[config.mk]
export PLATFORM = sky130hd
export DESIGN_NAME = nearest_centroid_classifier
export DESIGN_NICKNAME = d
export VERILOG_FILES = /design/src/rtl/core/ncc_pkg.sv /design/src/rtl/core/ncc_norm.sv /design/src/rtl/core/ncc_queue.sv /design/src/rtl/core/ncc_dist.sv /design/src/rtl/core/nearest_centroid_classifier.sv
export SDC_FILE = /design/constraint.sdc
export NUM_CORES = 2
export LEC_CHECK = 0
export BUFFER_PORTS_ARGS = -buffer_cell sky130_fd_sc_hd__buf_4
export CAP_MARGIN = 10
export CORE_MARGIN = 2
export CORE_UTILIZATION = 50
export CTS_BUF_LIST = sky130_fd_sc_hd__clkbuf_16
export DETAILED_ROUTE_END_ITERATION = 8
export PLACE_DENSITY = 0.77
export SYNTH_ARGS = -nofsm -noshare
export SYNTH_HDL_FRONTEND = slang
export SYNTH_SLANG_ARGS = --single-unit
[constraint.sdc]
create_clock -name i_clk -period 10.5 [get_ports i_clk]
set_input_delay 1.05 -clock i_clk [delete_from_list [all_inputs] [get_ports i_clk]]
set_output_delay 1.05 -clock i_clk [all_outputs]
set_load 0.02 [all_outputs]
[src/rtl/core/ncc_pkg.sv]
// ----------------------------------------------------------------------------
// ncc_pkg: shared types and constants of the nearest centroid classifier
// Field widths, the packed feature vector, queue status and register indexes.
// ----------------------------------------------------------------------------
package ncc_pkg;

    localparam int CODE_W       = 12;   // raw sensor code
    localparam int FRAC_W       = 12;   // Q0.12 feature and centroid coordinate
    localparam int NUM_FIELDS   = 5;    // sensor codes per sample
    localparam int MAX_CLUSTERS = 3;
    localparam int CFG_W        = 60;   // widest configuration register
    localparam int CFG_IDX_W    = 3;
    localparam int MAP_W        = 6;
    localparam int CLASS_W      = 2;
    localparam int IDX_W        = 2;
    localparam int SQ_W         = 2 * FRAC_W;
    localparam int DIST_W       = 27;
    localparam int BITS_PER_STEP = 2;   // quotient bits resolved per cycle
    localparam int DIV_STEPS    = FRAC_W / BITS_PER_STEP;
    localparam int QUEUE_DEPTH  = 2;

    typedef logic [CODE_W-1:0]                  t_code;
    typedef logic [FRAC_W-1:0]                  t_frac;
    typedef logic [NUM_FIELDS-1:0][FRAC_W-1:0]  t_feat_vec;
    typedef logic [CFG_W-1:0]                   t_word;
    typedef logic [MAP_W-1:0]                   t_map;
    typedef logic [DIST_W-1:0]                  t_dist;

    typedef struct packed {
        logic full;
        logic empty;
    } t_q_status;

    typedef enum logic [CFG_IDX_W-1:0] {
        CFG_LOWS  = 3'd0,
        CFG_HIGHS = 3'd1,
        CFG_CEN0  = 3'd2,
        CFG_CEN1  = 3'd3,
        CFG_CEN2  = 3'd4,
        CFG_MAP   = 3'd5
    } t_cfg_idx;

endpackage

[src/rtl/core/ncc_norm.sv]
// ----------------------------------------------------------------------------
// ncc_norm: front end, min-max normalisation of the sensor codes
// One restoring divider per feature, two quotient bits per cycle; the finished
// feature vector is offered to the queue and held until it is taken.
// ----------------------------------------------------------------------------
module ncc_norm #(
    parameter int FEATURES = 5
) (
    input  logic              i_clk,
    input  logic              i_rst_n,
    input  logic              i_start,
    input  ncc_pkg::t_feat_vec i_codes,
    input  ncc_pkg::t_word    i_lows,
    input  ncc_pkg::t_word    i_highs,
    input  logic              i_push_ok,
    output logic              o_busy,
    output logic              o_valid,
    output ncc_pkg::t_feat_vec o_feat
);
    import ncc_pkg::*;

    localparam int CNT_W = $clog2(DIV_STEPS + 1);

    logic             r_run;
    logic [CNT_W-1:0] r_cnt;
    logic             step;
    logic             done;

    // Sequence the divide steps, then hold the result until the queue has room
    assign step    = r_run && (r_cnt != CNT_W'(DIV_STEPS));
    assign done    = r_run && (r_cnt == CNT_W'(DIV_STEPS));
    assign o_valid = done;
    assign o_busy  = r_run && !(done && i_push_ok);

    always_ff @(posedge i_clk) begin
        if (!i_rst_n) begin
            r_run <= 1'b0;
            r_cnt <= '0;
        end else if (i_start) begin
            r_run <= 1'b1;
            r_cnt <= '0;
        end else if (done && i_push_ok) begin
            r_run <= 1'b0;
        end else if (step) begin
            r_cnt <= r_cnt + CNT_W'(1);
        end
    end

    // One divider lane per feature
    for (genvar k = 0; k < NUM_FIELDS; k++) begin : g_lane
        if (k < FEATURES) begin : g_on
            t_code       low;
            t_code       high;
            t_code       diff;
            t_code       range_w;
            logic        clr;
            logic        sat;
            logic [FRAC_W:0] r_rem;
            t_frac       r_div;
            t_frac       r_quo;
            logic        r_clr;
            logic        r_sat;
            logic [FRAC_W:0] n_rem;
            t_frac       n_quo;

            assign low     = i_lows[k*CODE_W +: CODE_W];
            assign high    = i_highs[k*CODE_W +: CODE_W];
            assign diff    = i_codes[k] - low;
            assign range_w = high - low;
            // Empty range or code at or below the floor gives zero; at or above the ceiling, saturate
            assign clr     = (high <= low) || (i_codes[k] <= low);
            assign sat     = !clr && (diff >= range_w);

            // Two restoring steps per cycle
            always_comb begin
                logic [FRAC_W:0] rem;
                logic [FRAC_W:0] sh;
                t_frac           quo;
                rem = r_rem;
                quo = r_quo;
                for (int i = 0; i < BITS_PER_STEP; i++) begin
                    sh = {rem[FRAC_W-1:0], 1'b0};
                    if (sh >= {1'b0, r_div}) begin
                        rem = sh - {1'b0, r_div};
                        quo = {quo[FRAC_W-2:0], 1'b1};
                    end else begin
                        rem = sh;
                        quo = {quo[FRAC_W-2:0], 1'b0};
                    end
                end
                n_rem = rem;
                n_quo = quo;
            end

            always_ff @(posedge i_clk) begin
                if (i_start) begin
                    r_rem <= {1'b0, diff};
                    r_div <= range_w;
                    r_quo <= '0;
                    r_clr <= clr;
                    r_sat <= sat;
                end else if (step) begin
                    r_rem <= n_rem;
                    r_quo <= n_quo;
                end
            end

            assign o_feat[k] = r_clr ? '0 : (r_sat ? '1 : r_quo);
        end else begin : g_off
            assign o_feat[k] = '0;
        end
    end

endmodule

[src/rtl/core/ncc_queue.sv]
// ----------------------------------------------------------------------------
// ncc_queue: short queue of normalised feature vectors
// Decouples the divider front end from the distance back end.
// ----------------------------------------------------------------------------
module ncc_queue (
    input  logic               i_clk,
    input  logic               i_rst_n,
    input  logic               i_push,
    input  ncc_pkg::t_feat_vec i_data,
    input  logic               i_pop,
    output ncc_pkg::t_feat_vec o_data,
    output ncc_pkg::t_q_status o_status
);
    import ncc_pkg::*;

    localparam int PTR_W = (QUEUE_DEPTH > 1) ? $clog2(QUEUE_DEPTH) : 1;
    localparam int CNT_W = $clog2(QUEUE_DEPTH + 1);

    t_feat_vec        r_mem [QUEUE_DEPTH];
    logic [PTR_W-1:0] r_wp;
    logic [PTR_W-1:0] r_rp;
    logic [CNT_W-1:0] r_count;

    assign o_data          = r_mem[r_rp];
    assign o_status.full   = (r_count == CNT_W'(QUEUE_DEPTH));
    assign o_status.empty  = (r_count == '0);

    // Store the incoming beat
    always_ff @(posedge i_clk) begin
        if (i_push) begin
            r_mem[r_wp] <= i_data;
        end
    end

    // Advance pointers and the fill count
    always_ff @(posedge i_clk) begin
        if (!i_rst_n) begin
            r_wp    <= '0;
            r_rp    <= '0;
            r_count <= '0;
        end else begin
            if (i_push) begin
                r_wp <= (r_wp == PTR_W'(QUEUE_DEPTH - 1)) ? '0 : r_wp + PTR_W'(1);
            end
            if (i_pop) begin
                r_rp <= (r_rp == PTR_W'(QUEUE_DEPTH - 1)) ? '0 : r_rp + PTR_W'(1);
            end
            if (i_push && !i_pop) begin
                r_count <= r_count + CNT_W'(1);
            end else if (i_pop && !i_push) begin
                r_count <= r_count - CNT_W'(1);
            end
        end
    end

endmodule

[src/rtl/core/ncc_dist.sv]
// ----------------------------------------------------------------------------
// ncc_dist: back end, squared distance and nearest centroid search
// One cluster per cycle: squares in a first stage, sum and compare in a
// second, and a registered result strobe after the last cluster.
// ----------------------------------------------------------------------------
module ncc_dist #(
    parameter int FEATURES = 5,
    parameter int CLUSTERS = 3
) (
    input  logic                                i_clk,
    input  logic                                i_rst_n,
    input  ncc_pkg::t_q_status                  i_q_status,
    input  ncc_pkg::t_feat_vec                  i_feat,
    input  ncc_pkg::t_word [CLUSTERS-1:0]       i_cen,
    input  ncc_pkg::t_map                       i_map,
    output logic                                o_pop,
    output logic                                o_done,
    output logic [ncc_pkg::IDX_W-1:0]           o_cluster_index,
    output logic [ncc_pkg::CLASS_W-1:0]         o_health_class,
    output ncc_pkg::t_dist                      o_nearest_distance
);
    import ncc_pkg::*;

    logic             r_busy;
    logic [IDX_W-1:0] r_c;
    t_feat_vec        r_feat;
    logic             r_s1_valid;
    logic [IDX_W-1:0] r_s1_c;
    logic             r_s1_last;
    logic [SQ_W-1:0]  r_sq [FEATURES];
    t_dist            r_best;
    logic [IDX_W-1:0] r_bidx;
    logic             r_done;
    logic [IDX_W-1:0] r_out_idx;
    logic [CLASS_W-1:0] r_out_class;
    t_dist            r_out_dist;

    t_word            cen_sel;
    logic [SQ_W-1:0]  sq [FEATURES];
    logic             last_issue;
    t_dist            dist_sum;
    t_dist            n_best;
    logic [IDX_W-1:0] n_bidx;
    t_map             map_sh;

    assign o_pop      = !r_busy && !i_q_status.empty;
    assign last_issue = (r_c == IDX_W'(CLUSTERS - 1));

    // Select the centroid of the cluster being issued
    always_comb begin
        cen_sel = '0;
        for (int i = 0; i < CLUSTERS; i++) begin
            if (r_c == IDX_W'(i)) begin
                cen_sel = i_cen[i];
            end
        end
    end

    // Squared coordinate differences, one multiplier per feature
    for (genvar k = 0; k < FEATURES; k++) begin : g_sq
        t_frac cc;
        t_frac d;
        assign cc    = cen_sel[k*FRAC_W +: FRAC_W];
        assign d     = (r_feat[k] >= cc) ? r_feat[k] - cc : cc - r_feat[k];
        assign sq[k] = SQ_W'(d) * SQ_W'(d);
    end

    // Sum the squares and keep the strictly smaller distance
    always_comb begin
        dist_sum = '0;
        for (int k = 0; k < FEATURES; k++) begin
            dist_sum = dist_sum + DIST_W'(r_sq[k]);
        end
        if ((r_s1_c == IDX_W'(0)) || (dist_sum < r_best)) begin
            n_best = dist_sum;
            n_bidx = r_s1_c;
        end else begin
            n_best = r_best;
            n_bidx = r_bidx;
        end
        map_sh = i_map >> {n_bidx, 1'b0};
    end

    // Control: take a vector, issue each cluster, flag the last one
    always_ff @(posedge i_clk) begin
        if (!i_rst_n) begin
            r_busy     <= 1'b0;
            r_c        <= '0;
            r_s1_valid <= 1'b0;
            r_done     <= 1'b0;
        end else begin
            r_s1_valid <= r_busy;
            r_done     <= r_s1_valid && r_s1_last;
            if (o_pop) begin
                r_busy <= 1'b1;
                r_c    <= '0;
            end else if (r_busy) begin
                if (last_issue) begin
                    r_busy <= 1'b0;
                end
                r_c <= r_c + IDX_W'(1);
            end
        end
    end

    // Datapath registers
    always_ff @(posedge i_clk) begin
        if (o_pop) begin
            r_feat <= i_feat;
        end
        if (r_busy) begin
            for (int k = 0; k < FEATURES; k++) begin
                r_sq[k] <= sq[k];
            end
            r_s1_c    <= r_c;
            r_s1_last <= last_issue;
        end
        if (r_s1_valid) begin
            r_best <= n_best;
            r_bidx <= n_bidx;
        end
        if (r_s1_valid && r_s1_last) begin
            r_out_idx   <= n_bidx;
            r_out_class <= map_sh[CLASS_W-1:0];
            r_out_dist  <= n_best;
        end
    end

    assign o_done             = r_done;
    assign o_cluster_index    = r_out_idx;
    assign o_health_class     = r_out_class;
    assign o_nearest_distance = r_out_dist;

endmodule

[src/rtl/core/nearest_centroid_classifier.sv]
// ----------------------------------------------------------------------------
// nearest_centroid_classifier: k-means nearest centroid classification
// Normalises five sensor codes and returns the nearest of CLUSTERS centroids.
// ----------------------------------------------------------------------------
// Usage
//   Input: a sample is taken at a rising edge with start high and busy low.
//   Output: o_done is high for one cycle with o_cluster_index, o_health_class
//   and o_nearest_distance; the receiver cannot stall, so no back-pressure.
//   Configuration: write i_cfg_data to register i_cfg_index on i_cfg_we, only
//   while no sample is in flight. Indexes past the list are ignored.
// Dataflow
//   The front end divides all features in parallel, two quotient bits per
//   cycle, and takes a new sample once the last result goes into the queue;
//   while the queue is full it holds that result. The back end takes a new
//   vector only after issuing every cluster of the last, and is fed through
//   a two-entry queue, so it never sets the rate.
// Reset
//   Synchronous, active low: clears the queue and all control state, zeroes
//   the ranges and centroids and loads the identity health map.
// ----------------------------------------------------------------------------
module nearest_centroid_classifier #(
    parameter int FEATURES = 5,
    parameter int CLUSTERS = 3
) (
    input  logic                              i_clk,
    input  logic                              i_rst_n,
    input  logic                              start,
    output logic                              busy,
    input  ncc_pkg::t_code                    i_rpm_code,
    input  ncc_pkg::t_code                    i_temperature_code,
    input  ncc_pkg::t_code                    i_vibration_code,
    input  ncc_pkg::t_code                    i_current_code,
    input  ncc_pkg::t_code                    i_quality_code,
    input  logic                              i_cfg_we,
    input  logic [ncc_pkg::CFG_IDX_W-1:0]     i_cfg_index,
    input  ncc_pkg::t_word                    i_cfg_data,
    output logic                              o_done,
    output logic [ncc_pkg::IDX_W-1:0]         o_cluster_index,
    output logic [ncc_pkg::CLASS_W-1:0]       o_health_class,
    output ncc_pkg::t_dist                    o_nearest_distance
);
    import ncc_pkg::*;

    localparam t_map MAP_RESET = 6'd36;

    t_word     r_lows;
    t_word     r_highs;
    t_word [CLUSTERS-1:0] r_cen;
    t_map      r_map;

    logic      accept;
    t_feat_vec codes;
    logic      norm_valid;
    t_feat_vec norm_feat;
    logic      q_push;
    logic      q_pop;
    t_feat_vec q_data;
    t_q_status q_status;

    // Range and health map registers
    always_ff @(posedge i_clk) begin
        if (!i_rst_n) begin
            r_lows  <= '0;
            r_highs <= '0;
            r_map   <= MAP_RESET;
        end else if (i_cfg_we) begin
            unique case (t_cfg_idx'(i_cfg_index))
                CFG_LOWS:  r_lows  <= i_cfg_data;
                CFG_HIGHS: r_highs <= i_cfg_data;
                CFG_MAP:   r_map   <= i_cfg_data[MAP_W-1:0];
                default: ;
            endcase
        end
    end

    // Centroid registers, one per cluster
    for (genvar c = 0; c < CLUSTERS; c++) begin : g_cen
        always_ff @(posedge i_clk) begin
            if (!i_rst_n) begin
                r_cen[c] <= '0;
            end else if (i_cfg_we &&
                         (i_cfg_index == CFG_IDX_W'(int'(CFG_CEN0) + c))) begin
                r_cen[c] <= i_cfg_data;
            end
        end
    end

    assign codes[0] = i_rpm_code;
    assign codes[1] = i_temperature_code;
    assign codes[2] = i_vibration_code;
    assign codes[3] = i_current_code;
    assign codes[4] = i_quality_code;

    assign accept = start && !busy;
    assign q_push = norm_valid && !q_status.full;

    ncc_norm #(
        .FEATURES (FEATURES)
    ) u_norm (
        .i_clk     (i_clk),
        .i_rst_n   (i_rst_n),
        .i_start   (accept),
        .i_codes   (codes),
        .i_lows    (r_lows),
        .i_highs   (r_highs),
        .i_push_ok (!q_status.full),
        .o_busy    (busy),
        .o_valid   (norm_valid),
        .o_feat    (norm_feat)
    );

    ncc_queue u_queue (
        .i_clk    (i_clk),
        .i_rst_n  (i_rst_n),
        .i_push   (q_push),
        .i_data   (norm_feat),
        .i_pop    (q_pop),
        .o_data   (q_data),
        .o_status (q_status)
    );

    ncc_dist #(
        .FEATURES (FEATURES),
        .CLUSTERS (CLUSTERS)
    ) u_dist (
        .i_clk              (i_clk),
        .i_rst_n            (i_rst_n),
        .i_q_status         (q_status),
        .i_feat             (q_data),
        .i_cen              (r_cen),
        .i_map              (r_map),
        .o_pop              (q_pop),
        .o_done             (o_done),
        .o_cluster_index    (o_cluster_index),
        .o_health_class     (o_health_class),
        .o_nearest_distance (o_nearest_distance)
    );

    // The winner is always one of the configured clusters
    a_idx_range: assert property (@(posedge i_clk) disable iff (!i_rst_n)
        o_done |-> (o_cluster_index <= IDX_W'(CLUSTERS - 1)))
        else $error("cluster index out of range");

    // The back end pops only while no vector is being issued, so strobes never touch
    a_done_gap: assert property (@(posedge i_clk) disable iff (!i_rst_n)
        o_done |=> !o_done)
        else $error("result strobes on consecutive cycles");

    // A taken sample keeps the front end occupied while it divides
    a_busy_after: assert property (@(posedge i_clk) disable iff (!i_rst_n)
        accept |=> busy)
        else $error("front end free right after taking a sample");

endmodule
==> qor_table.md <==
| Metric | This run | Unit |
|---|---|---|
| Sum of buffers and inverters on the critical path | 7 | - |
| Clock insertion delay at the later pin of the skew report | 0.75 | ns |
| GR Overflow Total | 0 | - |
| Number of CTS-inserted buffers | 97 | - |
| Run status | complete, no violations | - |
| RSZ-0062 raised after global routing | false | - |
| Residual antenna-violating net count after detailed routing | 0 | - |
| X dimension of the die | 388.8 | um |
| GPL Wtd Cong | 0.9368 | - |
| Critical Path RT | 10.92 | ns |
| First DRT Iteration DRCs | 4024 | - |
| Cell count after synthesis | 8217 | - |
| Proportion of netlist area held by the largest area contributor | 19.79 | % |
| Clock Path Buffers | 3 | - |
| Area contributors post-synth | edfxtp_1 (20%), ha_1 (13%), fa_1 (12%) | - |
| Wire length of the first global-routing pass | 298.1 | mm |
| Hold Path Origin | u_norm.g_lane[4].g_on.r_quo[11]$_SDFFE_PP0P_ | - |
| Worst hold-check slack | 0.4596 | ns |
| Yosys warning count | 0 | - |
| Via Count | 57270 | - |
| Met3 GRT Util | 3.063 | % |
| Fraction of final layout cells sized beyond drive strength 1 | 8.075 | % |
| Min Clock Period, post-route | 9.772 | ns |
| Clock Pin Slew Worst Setup and Hold Paths | 0.06 | ns |
| Commonest non-fill, non-tap cell in the layout | inv_1 | - |
| R2r setup slk | 0.73 | ns |
| Total setup violations reported at the end of the flow | 0 | - |
| Clock tree from TritonCTS | done | - |
| CP Launch Type | flip-flop | - |
| Number of stages on the worst hold path | 2 | - |
| Number of detailed-route iterations in the first pass | 6 | - |
| Final wirelength | 184.8 | mm |
| WL per Instance | 17.97 | um |
| Syn-to-layout area delta | 8.772 | % |
| Most used cell along the critical path | fa_1 | - |
| Count of cell types in the netlist | 103 | - |
| Row cnt | 141 | - |
| Max Clk Rate | 102.3 | MHz |
| I/O Buffers | 159 | - |
| Prevailing post-synth register cell | edfxtp_1 | - |
| Maximum fanout count along the critical path | 26 | - |
| Max Cap Violations | 0 | - |
| Total GRT Usage | 24.19 | % |
| Worst-margin pin slew | 1.215 | ns |
| Number of I/O pins | 160 | - |
| Cell depth of the worst flop-to-flop path | 33 | - |
| Proportion of register bits with asynchronous set or reset after synthesis | 0 | % |
| Core area | 147300 | sq um |
| Headroom to the max-slew limit | 18.46 | % |
| Maximum number of pins on one net before global-route repair | 137 | - |
| CTS Sinks | 867 | - |
| Final hold violations | 0 | - |
| Worst Hold Path EP | u_norm.g_lane[4].g_on.r_quo[11]$_SDFFE_PP0P_ | - |
| Die Area | 151200 | sq um |
| Category of the critical setup timing path | reg -> reg | - |
| Startpoint of the lowest-slack register-to-register path | u_dist.r_c[0]$_SDFFE_PP0P_ | - |
| Leading cell types in the layout, fill and taps excluded | inv_1 (1146), nand2_1 (1042), ha_1 (771), nor2_1 (719), edfxtp_1 (488) | - |
| Met1 Use GR | 33.01 | % |
| Sequential-to-total area share from yosys stat | 30.04 | % |
| Root buffer selected by CTS | clkbuf_16 | - |
| Critical path's top delay family | adder cells | - |
| Met2 track demand over resource | 40.19 | % |
| Post-route setup TNS | 0 | ns |
| H-tree levels | 3 | - |
| Number of flip-flops and latches in the synthesized netlist | 867 | - |
| Number of antenna violations at the first check in global routing | 7 | - |
| Initial Utilization | 50.27 | % |
| Max-slew violations | 0 | - |
| Routed vias/inst | 5.569 | - |
| Layout Skew | 0.07758 | ns |
| DIE HEIGHT | 388.8 | um |
| # nets final | 9626 | - |
| Library cell occupying the most area in the post-synthesis netlist | edfxtp_1 | - |
| Max stage delay cell, worst path | fa_1 | - |
| Most utilized layer in the global route result | met2 | - |
| Crit Reg-Reg Endpoint | u_dist.r_sq[0][70]$_DFFE_PP_ | - |
| Final Cycle Share | 93.07 | % |
| Net count after synthesis | 9581 | - |
| Number of synthesized flops with an enable pin | 488 | - |
| DRC errors left | 0 | - |
| Worst endpoint data arrival time | 10.19 | ns |
| Post-synthesis average cell area | 9.011 | sq um |
| Min-Delay Path Class | reg -> reg | - |
| HPWL reported at the end of detailed placement | 141.2 | mm |
| Stage delay of the slowest cell on the critical path | 0.59 | ns |
| Type of destination of the critical path | flip-flop | - |
| Cell Area, Synth | 74050 | sq um |
| Via count of the first global-routing pass | 57380 | - |
==> per-stage QoR <==
stage / std cells / setup WS (ns) / utilization [%] / area, sq um
CTS: 10270 / 0.3540 / 54.59 / 80420
global placement: 10090 / 0.7875 / 52.38 / 77160
finish: 10280 / 0.7277 / 54.67 / 80540
floorplan: 8217 / 2.028 / - / 74050
detailed placement: 10090 / 0.5105 / 52.39 / 77170
global route: 10280 / 0.04109 / 54.67 / 80540
==> cell type report <==
type                       instances  area, sq um
antenna                            6        15.01
clock buffer                      99         2477
clock inverter                    85        773.2
fill                           12830        66770
inverter                        1133         4258
multi-input combinational       5921        46490
sequential                       867        22250
tap                             1930         2415
timing repair buffer             242         1866
==> per-layer routing <==
metal | up-vias | share of wire (%)
met5 | - | 0
met4 | 0 | 2.8
met3 | 281 | 6.4
met2 | 1733 | 46
met1 | 27620 | 44
li1 | 27640 | -
==> tightest hold or removal path, cell delays in order, from the launching register on <==
cell	delay, ns
dfxtp_1	0.31
nand2_1	0.05
o21ai_0	0.06
==> worst max-delay path by stage <==
stage	from	endpoint	slack (ns)	cells after the start
after global routing	u_dist.r_c[0]$_SDFFE_PP0P_	u_dist.r_sq[0][70]$_DFFE_PP_	0.04	33
final	u_dist.r_c[0]$_SDFFE_PP0P_	u_dist.r_sq[0][70]$_DFFE_PP_	0.73	33
after detailed placement	u_dist.r_c[1]$_SDFFE_PP0P_	u_dist.r_sq[0][95]$_DFFE_PP_	0.51	33
after CTS	u_dist.r_c[0]$_SDFFE_PP0P_	u_dist.r_sq[0][70]$_DFFE_PP_	0.35	33
after global placement	u_dist.r_c[0]$_SDFFE_PP0P_	u_dist.r_sq[0][70]$_DFFE_PP_	0.79	33
after floorplan	u_dist.r_c[1]$_SDFFE_PP0P_	u_dist.r_sq[0][70]$_DFFE_PP_	2.03	34
==> registers in the layout, summed over array words and instances, names as in the netlist, 60 cells and up <==
| name | flops |
|---|---|
| u_dist.r_sq | 115 |
| r_lows | 60 |
| u_queue.r_mem | 120 |
| u_norm.g_lane.g_on.r_rem | 60 |
| r_cen | 180 |
| u_norm.g_lane.g_on.r_quo | 60 |
| u_norm.g_lane.g_on.r_div | 60 |
| r_highs | 60 |
| u_dist.r_feat | 60 |
==> logic make-up (layout without fill, tap and decap cells) <==
kind of cell	after synthesis	in the layout	synth area share, %
other	1	7	0.005064
XOR/XNOR	391	391	4.635
flip-flops	867	867	30.04
multiplexers	212	212	3.106
AND/OR/NAND/NOR	2454	2454	14.65
adder cells (fa/ha/maj)	1237	1237	25.59
buffers and inverters	1429	1559	7.369
AO/OA/AOI/OAI	1626	1626	14.61
==> cells in the mapped netlist, types with 46 or more instances <==
cell type and count:
inv_1 1129, nor3_1 85, a21oi_1 393, nand3_1 85, fa_1 462, a211oi_1 49
nor2b_1 84, a21boi_0 318, mux2_2 133, dfxtp_1 379, ha_1 775, mux2i_1 72
buf_2 46, nand2_1 1047, nor2_1 721, or2_2 77, xor2_1 138, o21ai_0 285
o21a_1 106, clkbuf_1 234, xnor2_1 252, nand2b_1 86, edfxtp_1 488, nand4_1 71
a21o_1 121
==> what timing repair did <==
action,in CTS,in global routing
hold buffers,0,0
hold endpoints to repair,0,0
endpoints found under the setup margin,0,6
buffers inserted,0,3
resized for setup,0,5
Power is left out: the tool's default activity adds up to more than one toggle a clock period on the data nets, which glitch-free logic cannot reach.
